==> src/hw/rtl/ppid_pkg.sv <==
// ----------------------------------------------------------------------------
// ppid_pkg: shared types and constants for the positional PID unit
// Field widths, accumulator widths, register indexes and sequencer codes.
// ----------------------------------------------------------------------------
package ppid_pkg;

	// Field and register widths
	localparam int SAMPLE_W  = 16;
	localparam int ERR_W     = SAMPLE_W + 1;
	localparam int DELTA_W   = ERR_W + 1;
	localparam int GAIN_W    = 24;
	localparam int FRAC_W    = 16;
	localparam int WEIGHT_W  = 17;
	localparam int LIMIT_W   = 32;
	localparam int DRIVE_W   = 32;
	localparam int SUM_W     = 32;
	localparam int DER_W     = 34;
	localparam int CFG_W     = 32;
	localparam int CFG_IDX_W = 3;

	// Shared multiplier: signed 25 x signed 18
	localparam int MUL_A_W = GAIN_W + 1;
	localparam int MUL_B_W = 18;
	localparam int PROD_W  = MUL_A_W + MUL_B_W;
	localparam int SPLIT   = MUL_B_W - 1;

	// Accumulators: filter / derivative term, and output sum
	localparam int FACC_W = 60;
	localparam int OACC_W = 58;

	localparam logic [WEIGHT_W-1:0] WEIGHT_ONE = WEIGHT_W'(1) << 16;
	localparam logic [FACC_W-1:0]   FACC_HALF  = FACC_W'(1) << (FRAC_W - 1);
	localparam logic [OACC_W-1:0]   OACC_HALF  = OACC_W'(1) << (FRAC_W - 1);

	typedef enum logic [CFG_IDX_W-1:0] {
		REG_GAIN_P        = 3'd0,
		REG_GAIN_I        = 3'd1,
		REG_GAIN_D        = 3'd2,
		REG_FILTER_WEIGHT = 3'd3,
		REG_UPPER_LIMIT   = 3'd4,
		REG_LOWER_LIMIT   = 3'd5
	} reg_idx_t;

	typedef enum logic [1:0] {
		ST_IDLE = 2'b01,
		ST_RUN  = 2'b10
	} state_t;

	// Sequencer steps: F_HI to I_HI each issue one product, which is folded into an accumulator at the next step
	typedef enum logic [3:0] {
		STEP_INTEG = 4'd0,
		STEP_F_HI  = 4'd1,
		STEP_F_LO  = 4'd2,
		STEP_F_K   = 4'd3,
		STEP_P     = 4'd4,
		STEP_D_HI  = 4'd5,
		STEP_D_LO  = 4'd6,
		STEP_I_LO  = 4'd7,
		STEP_I_HI  = 4'd8,
		STEP_I_ACC = 4'd9,
		STEP_D_ADD = 4'd10,
		STEP_OUT   = 4'd11
	} step_t;

endpackage

==> src/hw/rtl/positional_pid_filtered_derivative_unit.sv <==
// ----------------------------------------------------------------------------
// positional_pid_filtered_derivative_unit: fixed-point positional PID
// Takes no new input transfer until the result is committed: the twelve sequencer
// steps share the single 25x18 multiplier, and the unit returns to idle to take the
// next transfer. A stalled drive holds the last step.
// Async reset loads the register defaults and clears integral and history.
// ----------------------------------------------------------------------------
module positional_pid_filtered_derivative_unit import ppid_pkg::*; (
	input  logic                       clk,
	input  logic                       arst_n,
	input  logic                       in_valid,
	output logic                       in_ready,
	input  logic signed [SAMPLE_W-1:0] setpoint,
	input  logic signed [SAMPLE_W-1:0] feedback,
	output logic                       out_valid,
	input  logic                       out_ready,
	output logic signed [DRIVE_W-1:0]  drive,
	input  logic                       cfg_we,
	input  logic [CFG_IDX_W-1:0]       cfg_index,
	input  logic [CFG_W-1:0]           cfg_data
);

	// Control and configuration
	state_t                     state_q;
	step_t                      step_q;
	logic                       out_valid_q;
	logic [GAIN_W-1:0]          gain_p_q;
	logic [GAIN_W-1:0]          gain_i_q;
	logic [GAIN_W-1:0]          gain_d_q;
	logic [WEIGHT_W-1:0]        weight_q;
	logic signed [LIMIT_W-1:0]  upper_q;
	logic signed [LIMIT_W-1:0]  lower_q;

	// Controller history
	logic signed [SUM_W-1:0]    error_sum_q;
	logic signed [ERR_W-1:0]    prior_error_q;
	logic signed [DER_W-1:0]    prior_der_q;
	logic signed [DRIVE_W-1:0]  prior_drive_q;

	// Working registers
	logic signed [ERR_W-1:0]    err_q;
	logic signed [DELTA_W-1:0]  delta_q;
	logic signed [PROD_W-1:0]   prod_q;
	logic signed [FACC_W-1:0]   facc_q;
	logic signed [OACC_W-1:0]   oacc_q;
	logic signed [DRIVE_W-1:0]  drive_q;

	logic                       in_xfer;
	logic                       commit;
	logic [WEIGHT_W-1:0]        k_w;
	logic [WEIGHT_W-1:0]        k_rest;
	logic signed [MUL_A_W-1:0]  mul_a;
	logic signed [MUL_B_W-1:0]  mul_b;
	logic signed [PROD_W-1:0]   prod;
	logic signed [FACC_W-1:0]   prod_f;
	logic signed [OACC_W-1:0]   prod_o;
	logic signed [DER_W-1:0]    der_new;
	logic                       add_err;
	logic signed [SUM_W:0]      sum_ext;
	logic signed [SUM_W-1:0]    sum_sat;
	logic signed [OACC_W-1:0]   oacc_shift;
	logic signed [DRIVE_W-1:0]  drive_sat;

	assign in_ready  = (state_q == ST_IDLE);
	assign in_xfer   = in_valid && in_ready;
	assign out_valid = out_valid_q;
	assign drive     = drive_q;
	assign commit    = (state_q == ST_RUN) && (step_q == STEP_OUT) && (!out_valid_q || out_ready);

	// Clamp filter weight to one
	assign k_w    = (weight_q > WEIGHT_ONE) ? WEIGHT_ONE : weight_q;
	assign k_rest = WEIGHT_ONE - k_w;

	// Filtered derivative sits in the upper part of the filter accumulator
	assign der_new = facc_q[DER_W+FRAC_W-1:FRAC_W];

	// Anti-windup gate and saturating integral
	always_comb begin
		if (prior_drive_q >= upper_q) begin
			add_err = err_q[ERR_W-1];
		end else if (prior_drive_q <= lower_q) begin
			add_err = !err_q[ERR_W-1] && (err_q != '0);
		end else begin
			add_err = 1'b1;
		end
		sum_ext = {error_sum_q[SUM_W-1], error_sum_q}
			+ {{(SUM_W+1-ERR_W){err_q[ERR_W-1]}}, err_q};
		if (sum_ext[SUM_W] != sum_ext[SUM_W-1]) begin
			sum_sat = sum_ext[SUM_W] ? {1'b1, {(SUM_W-1){1'b0}}} : {1'b0, {(SUM_W-1){1'b1}}};
		end else begin
			sum_sat = sum_ext[SUM_W-1:0];
		end
	end

	// Select multiplier operands for the current step
	always_comb begin
		mul_a = '0;
		mul_b = '0;
		case (step_q)
			STEP_F_HI: begin
				mul_a = {{(MUL_A_W-WEIGHT_W){1'b0}}, k_rest};
				mul_b = {prior_der_q[DER_W-1], prior_der_q[DER_W-1:SPLIT]};
			end
			STEP_F_LO: begin
				mul_a = {{(MUL_A_W-WEIGHT_W){1'b0}}, k_rest};
				mul_b = {1'b0, prior_der_q[SPLIT-1:0]};
			end
			STEP_F_K: begin
				mul_a = {{(MUL_A_W-WEIGHT_W){1'b0}}, k_w};
				mul_b = delta_q;
			end
			STEP_P: begin
				mul_a = {1'b0, gain_p_q};
				mul_b = {err_q[ERR_W-1], err_q};
			end
			STEP_D_HI: begin
				mul_a = {1'b0, gain_d_q};
				mul_b = {der_new[DER_W-1], der_new[DER_W-1:SPLIT]};
			end
			STEP_D_LO: begin
				mul_a = {1'b0, gain_d_q};
				mul_b = {1'b0, prior_der_q[SPLIT-1:0]};
			end
			STEP_I_LO: begin
				mul_a = {1'b0, gain_i_q};
				mul_b = {1'b0, error_sum_q[SPLIT-1:0]};
			end
			STEP_I_HI: begin
				mul_a = {1'b0, gain_i_q};
				mul_b = {{(MUL_B_W-SUM_W+SPLIT){error_sum_q[SUM_W-1]}},
					error_sum_q[SUM_W-1:SPLIT]};
			end
			default: begin
				mul_a = '0;
				mul_b = '0;
			end
		endcase
	end

	assign prod   = mul_a * mul_b;
	assign prod_f = {{(FACC_W-PROD_W){prod_q[PROD_W-1]}}, prod_q};
	assign prod_o = {{(OACC_W-PROD_W){prod_q[PROD_W-1]}}, prod_q};

	// Round output sum to integer and saturate
	always_comb begin
		oacc_shift = oacc_q >>> FRAC_W;
		if (oacc_shift[OACC_W-1:DRIVE_W-1] != {(OACC_W-DRIVE_W+1){oacc_shift[OACC_W-1]}}) begin
			drive_sat = oacc_shift[OACC_W-1] ? {1'b1, {(DRIVE_W-1){1'b0}}}
				: {1'b0, {(DRIVE_W-1){1'b1}}};
		end else begin
			drive_sat = oacc_shift[DRIVE_W-1:0];
		end
	end

	// Sequencer, configuration and controller history
	always_ff @(posedge clk or negedge arst_n) begin
		if (!arst_n) begin
			state_q       <= ST_IDLE;
			step_q        <= STEP_INTEG;
			out_valid_q   <= 1'b0;
			gain_p_q      <= GAIN_W'(1310720);
			gain_i_q      <= '0;
			gain_d_q      <= GAIN_W'(65536);
			weight_q      <= WEIGHT_W'(32768);
			upper_q       <= LIMIT_W'(10000);
			lower_q       <= -LIMIT_W'(10000);
			error_sum_q   <= '0;
			prior_error_q <= '0;
			prior_der_q   <= '0;
			prior_drive_q <= '0;
		end else begin
			// Register writes
			if (cfg_we) begin
				case (reg_idx_t'(cfg_index))
					REG_GAIN_P:        gain_p_q <= cfg_data[GAIN_W-1:0];
					REG_GAIN_I:        gain_i_q <= cfg_data[GAIN_W-1:0];
					REG_GAIN_D:        gain_d_q <= cfg_data[GAIN_W-1:0];
					REG_FILTER_WEIGHT: weight_q <= cfg_data[WEIGHT_W-1:0];
					REG_UPPER_LIMIT:   upper_q  <= cfg_data[LIMIT_W-1:0];
					REG_LOWER_LIMIT:   lower_q  <= cfg_data[LIMIT_W-1:0];
					default: ;
				endcase
			end

			// Drop output valid once the result transfers
			if (out_valid_q && out_ready) begin
				out_valid_q <= 1'b0;
			end

			case (state_q)
				ST_IDLE: begin
					if (in_xfer) begin
						state_q <= ST_RUN;
						step_q  <= STEP_INTEG;
					end
				end
				ST_RUN: begin
					if (step_q == STEP_INTEG) begin
						if (add_err) begin
							error_sum_q <= sum_sat;
						end
						prior_error_q <= err_q;
					end
					if (step_q == STEP_D_HI) begin
						prior_der_q <= der_new;
					end
					if (step_q == STEP_OUT) begin
						// Hold in the last step until the output register is free
						if (commit) begin
							out_valid_q   <= 1'b1;
							prior_drive_q <= drive_sat;
							state_q       <= ST_IDLE;
						end
					end else begin
						step_q <= step_t'(step_q + 4'd1);
					end
				end
				default: begin
					state_q <= ST_IDLE;
				end
			endcase
		end
	end

	// Datapath registers
	always_ff @(posedge clk) begin
		prod_q <= prod;
		if (in_xfer) begin
			err_q <= ERR_W'(setpoint) - ERR_W'(feedback);
		end
		if (commit) begin
			drive_q <= drive_sat;
		end
		if (state_q == ST_RUN) begin
			case (step_q)
				STEP_INTEG: begin
					delta_q <= {err_q[ERR_W-1], err_q} - {prior_error_q[ERR_W-1], prior_error_q};
				end
				STEP_F_LO: begin
					facc_q <= (prod_f <<< SPLIT) | FACC_HALF;
				end
				STEP_F_K: begin
					facc_q <= facc_q + prod_f;
				end
				STEP_P: begin
					facc_q <= facc_q + (prod_f <<< FRAC_W);
				end
				STEP_D_HI: begin
					oacc_q <= prod_o + OACC_HALF;
				end
				STEP_D_LO: begin
					facc_q <= (prod_f <<< SPLIT) | FACC_HALF;
				end
				STEP_I_LO: begin
					facc_q <= facc_q + prod_f;
				end
				STEP_I_HI: begin
					oacc_q <= oacc_q + prod_o;
				end
				STEP_I_ACC: begin
					oacc_q <= oacc_q + (prod_o <<< SPLIT);
				end
				STEP_D_ADD: begin
					oacc_q <= oacc_q + OACC_W'(facc_q >>> FRAC_W);
				end
				default: ;
			endcase
		end
	end

endmodule
==> config.mk <==
export PLATFORM = sky130hd
export DESIGN_NAME = positional_pid_filtered_derivative_unit
export DESIGN_NICKNAME = d
export VERILOG_FILES = /design/src/hw/rtl/ppid_pkg.sv /design/src/hw/rtl/positional_pid_filtered_derivative_unit.sv
export SDC_FILE = /design/constraint.sdc
export NUM_CORES = 2
export LEC_CHECK = 0
export BUFFER_PORTS_ARGS = -buffer_cell sky130_fd_sc_hd__buf_2
export CAP_MARGIN = 25
export CORE_ASPECT_RATIO = 0.6
export CORE_UTILIZATION = 70
export DETAILED_ROUTE_END_ITERATION = 12
export GPL_ROUTABILITY_DRIVEN = 1
export PLACE_DENSITY = 0.88
export SYNTH_ARGS = -nofsm -noshare
export SYNTH_HDL_FRONTEND = slang
export SYNTH_SLANG_ARGS = --single-unit
==> constraint.sdc <==
create_clock -name clk -period 14.4 [get_ports clk]
set_clock_uncertainty 0.15 [all_clocks]
set_input_delay 2.88 -clock clk [delete_from_list [all_inputs] [get_ports clk]]
set_output_delay 2.88 -clock clk [all_outputs]
set_load 0.03 [all_outputs]
==> metrics <==
Post-Route WL 173000 um; min-delay worst type register to register; # placed instances approximately 6400; Tmin final 10.82 ns; via/cell ratio 6.80; DP Area 52000 um2; status complete, no violations; Layout Cells excl Fill approximately 6500; Register Area 13300 um2; Detailed Place HPWL 131000 um; Async SR Flop Fraction 0.547; crit start category register; Detail Route Antenna Nets 0; multi-input logic area ~34000 um2; Top-Level Pins 106; worst endpoint required time 14.76 ns; clk buf depth 3; die height 210 um; fill count 4859; FMAX 92.5 MHz; Synth top area share 0.143; placement row count 75; first-pass GRT wire length 259000 um; Worst-Skew Late Latency between 0.6 and 0.7 ns; mapped cell area 50300 um2; Syn Nets 6409; register area share after synthesis 0.265; Fin. Hold Viols 0; CTS root buffer clkbuf_16; Tightest Pin Transition 1.16 ns; Clk pin slew, worst setup/hold paths 0.07 ns; combinational share of power 0.474; total global-route track usage 0.470; CTS tree built; main area contributors after synthesis fa_1 (14%), dfrtp_1 (12%), ha_1 (12%), edfxtp_1 (11%), mux2_2 (5.5%); final setup TNS 0 ns; Leak Pwr approximately 26 nW; R2R cell count 25; RSZ-0062 raised after global routing false; #FFs+latches synth between 500 and 600; share of cells above drive strength 1 0.113; global placement routability congestion 1.04; crit-path max FO 25; Final Max Tran Viols 0; vias after detailed routing about 44000; Max Cap Viol 0; post-synth top area cell fa_1; critical path class register to register; Core ar. 70500 um2; largest net degree at the start of global routing ~160; DIE AREA roughly 73000 um2; PostCTS Resize Cnt 0; Slew HR 0.229; mean post-synth cell area roughly 9.1 um2; GR Overflow Total 0; period utilisation layout 0.751; YS warnings 0; Max VDD drop 0.000144 V; number of remaining DRC errors 0; port bufs between 100 and 150; H-tree depth 2; P_sw 2.97 mW; post-layout util 0.762; number of nets in the layout 6428; Worst Setup End Kind register; Power Dens Cells 124 nW/um2; dominant synthesized flop cell dfrtp_1; Hold Path Depth 1; Clk network pwr share 0.209; sequential share of power 0.318; Yosys cell types 101; post-route design area 53700 um2; internal power between 3 and 4 mW; CTS Hold Bufs 0; vias in the first global route 42500; Synth Instances 5500; initial antenna violation count 5; setup bufs post-CTS 0; Sw Share 0.445; overall power 6.68 mW; Initial Util 0.714; WP data arrival around 11 ns; First-pass DRT Iterations 8; TritonCTS Sinks around 500; Synth-to-Final Area Change 6.73%; CTS Buf Count 49; # setup viols final 0; number of synthesized flops with an enable pin ~190; die width 348 um; 1st-iter DRT viols 6796; Avg WL per Cell 26.5 um
[cell families (layout without fill, tap and decap cells)]
family,count (synthesis),count (layout),share of synthesized area
xor+xnor,281,281,0.0492
simple gates,1452,1452,0.129
other cells,0,4,0
buf+inv,850,909,0.0639
fa+ha+maj,839,839,0.262
mux,259,259,0.0576
flops,503,503,0.265
compound gates,1316,1316,0.173
[path summary, 6_finish.rpt]
| check | startpoint | endpoint | slack (ns) |
|---|---|---|---|
| max | step_q[2] | prod_q[41] | 3.58 |
| min | lower_q[3] | lower_q[3] | 0.36 |
| max reg2reg | step_q[2] | prod_q[41] | 3.58 |
| min reg2reg | lower_q[3] | lower_q[3] | 0.36 |
| max in group asynchronous | arst_n | error_sum_q[26] | 10.44 |
| min in group asynchronous | arst_n | upper_q[30] | 2.16 |
[through the flow]
step	setup WS (ns)	hold WS, ns
finish	3.58	0.358
global route	3.25	0.372
CTS	3.91	0.361
detailed placement	3.94	0.345
global placement	4.17	0.320
floorplan	6.02	0.306
[Yosys cell counts (all sizes together), types with 31 or more instances]
| library cell | n |
|---|---|
| a21o | 193 |
| nand3 | 111 |
| fa | 359 |
| xnor2 | 174 |
| a211oi | 42 |
| nand2b | 42 |
| o21a | 38 |
| dfstp | 34 |
| a21oi | 325 |
| edfxtp | 185 |
| nand4 | 57 |
| clkbuf | 196 |
| o21ai | 301 |
| nor2b | 44 |
| and3 | 31 |
| nand2 | 596 |
| a22oi | 81 |
| dfxtp | 43 |
| xor2 | 106 |
| and2 | 48 |
| o21bai | 44 |
| nor3 | 61 |
| o31ai | 33 |
| nor2 | 378 |
| ha | 478 |
| inv | 628 |
| dfrtp | 241 |
| mux2 | 246 |
[power by group through the flow]
stage               Sequential [mW]  Combinational (mW)  Clock [mW]
global route                   2.12                3.38        1.44
finish                         2.12                3.16        1.39
floorplan                      1.95                2.17           0
CTS                            2.09                3.03        1.39
global placement               2.10                2.90           0
detailed placement             2.11                2.99           0
[worst max-delay path, stage by stage (launching register included)]
cell and delay, ns:
dfrtp_1 0.94, nor2b_1 0.38, and2_1 0.59, or2_2 0.72, a222oi_1 0.74, nand3_1 0.83
nor2_1 0.39, fa_1 0.46, fa_1 0.73, fa_1 0.50, fa_1 0.53, fa_1 0.55
inv_1 0.05, fa_1 0.53, inv_1 0.04, ha_1 0.36, inv_1 0.09, nor2_1 0.24
o2111a_1 0.22, a21oi_1 0.12, o221ai_1 0.25, a41oi_1 0.20, a211oi_1 0.49, and3_1 0.26
o21ai_0 0.13, xnor2_1 0.16
[metal layers]
| layer | track usage | vias up | wire length, um |
|---|---|---|---|
| met2 | 0.615 | 3656 | 65600 |
| met5 | 0 | - | 79 |
| met3 | 0.219 | 566 | 31900 |
| met4 | 0.162 | 8 | 7180 |
| met1 | 0.676 | 21000 | 68300 |
| li1 | - | 19200 | - |
[cell usage in the layout (no fill, tap or decap), types with 28 or more instances in the layout]
cell | Yosys | routed
fa_1 | 359 | 359
a21oi_1 | 322 | 322
a21o_1 | 193 | 193
nand4_1 | 57 | 57
mux2_2 | 246 | 246
dfstp_2 | 34 | 34
nand2_1 | 595 | 594
o221ai_1 | 28 | 28
buf_4 | 0 | 83
nand2b_1 | 42 | 41
clkbuf_16 | 0 | 52
a211oi_1 | 42 | 38
dfrtp_1 | 241 | 241
edfxtp_1 | 185 | 185
inv_1 | 628 | 628
o31ai_1 | 30 | 30
xor2_1 | 106 | 106
a22oi_1 | 81 | 81
o21a_1 | 38 | 38
o21ai_0 | 286 | 285
buf_2 | 11 | 104
nor2b_1 | 44 | 42
xnor2_1 | 174 | 174
and3_1 | 31 | 31
and2_1 | 46 | 45
nor3_1 | 60 | 57
ha_1 | 478 | 478
nand3_1 | 111 | 109
dfxtp_1 | 43 | 43
nor2_1 | 378 | 374
o21bai_1 | 42 | 42
[cell type report]
class	count	area share
antenna	4	0.000186
clock buffer	67	0.0270
clock inverter	24	0.00431
inverter	629	0.0440
multi-input combinational	4147	0.632
sequential	503	0.248
tap	962	0.0224
timing repair buffer	189	0.0219
[flip-flops by register name, indices dropped and copies added, names as in the netlist]
signal,count
gain_i_q,24
error_sum_q,32
prior_der_q,34
err_q,17
state_q,2
gain_p_q,24
lower_q,32
delta_q,18
drive,32
prod_q,43
prior_drive_q,32
upper_q,32
out_valid,1
prior_error_q,17
facc_q,60
oacc_q,58
step_q,4
gain_d_q,24
weight_q,17
No activity file was read; power rests on OpenSTA's default activity.
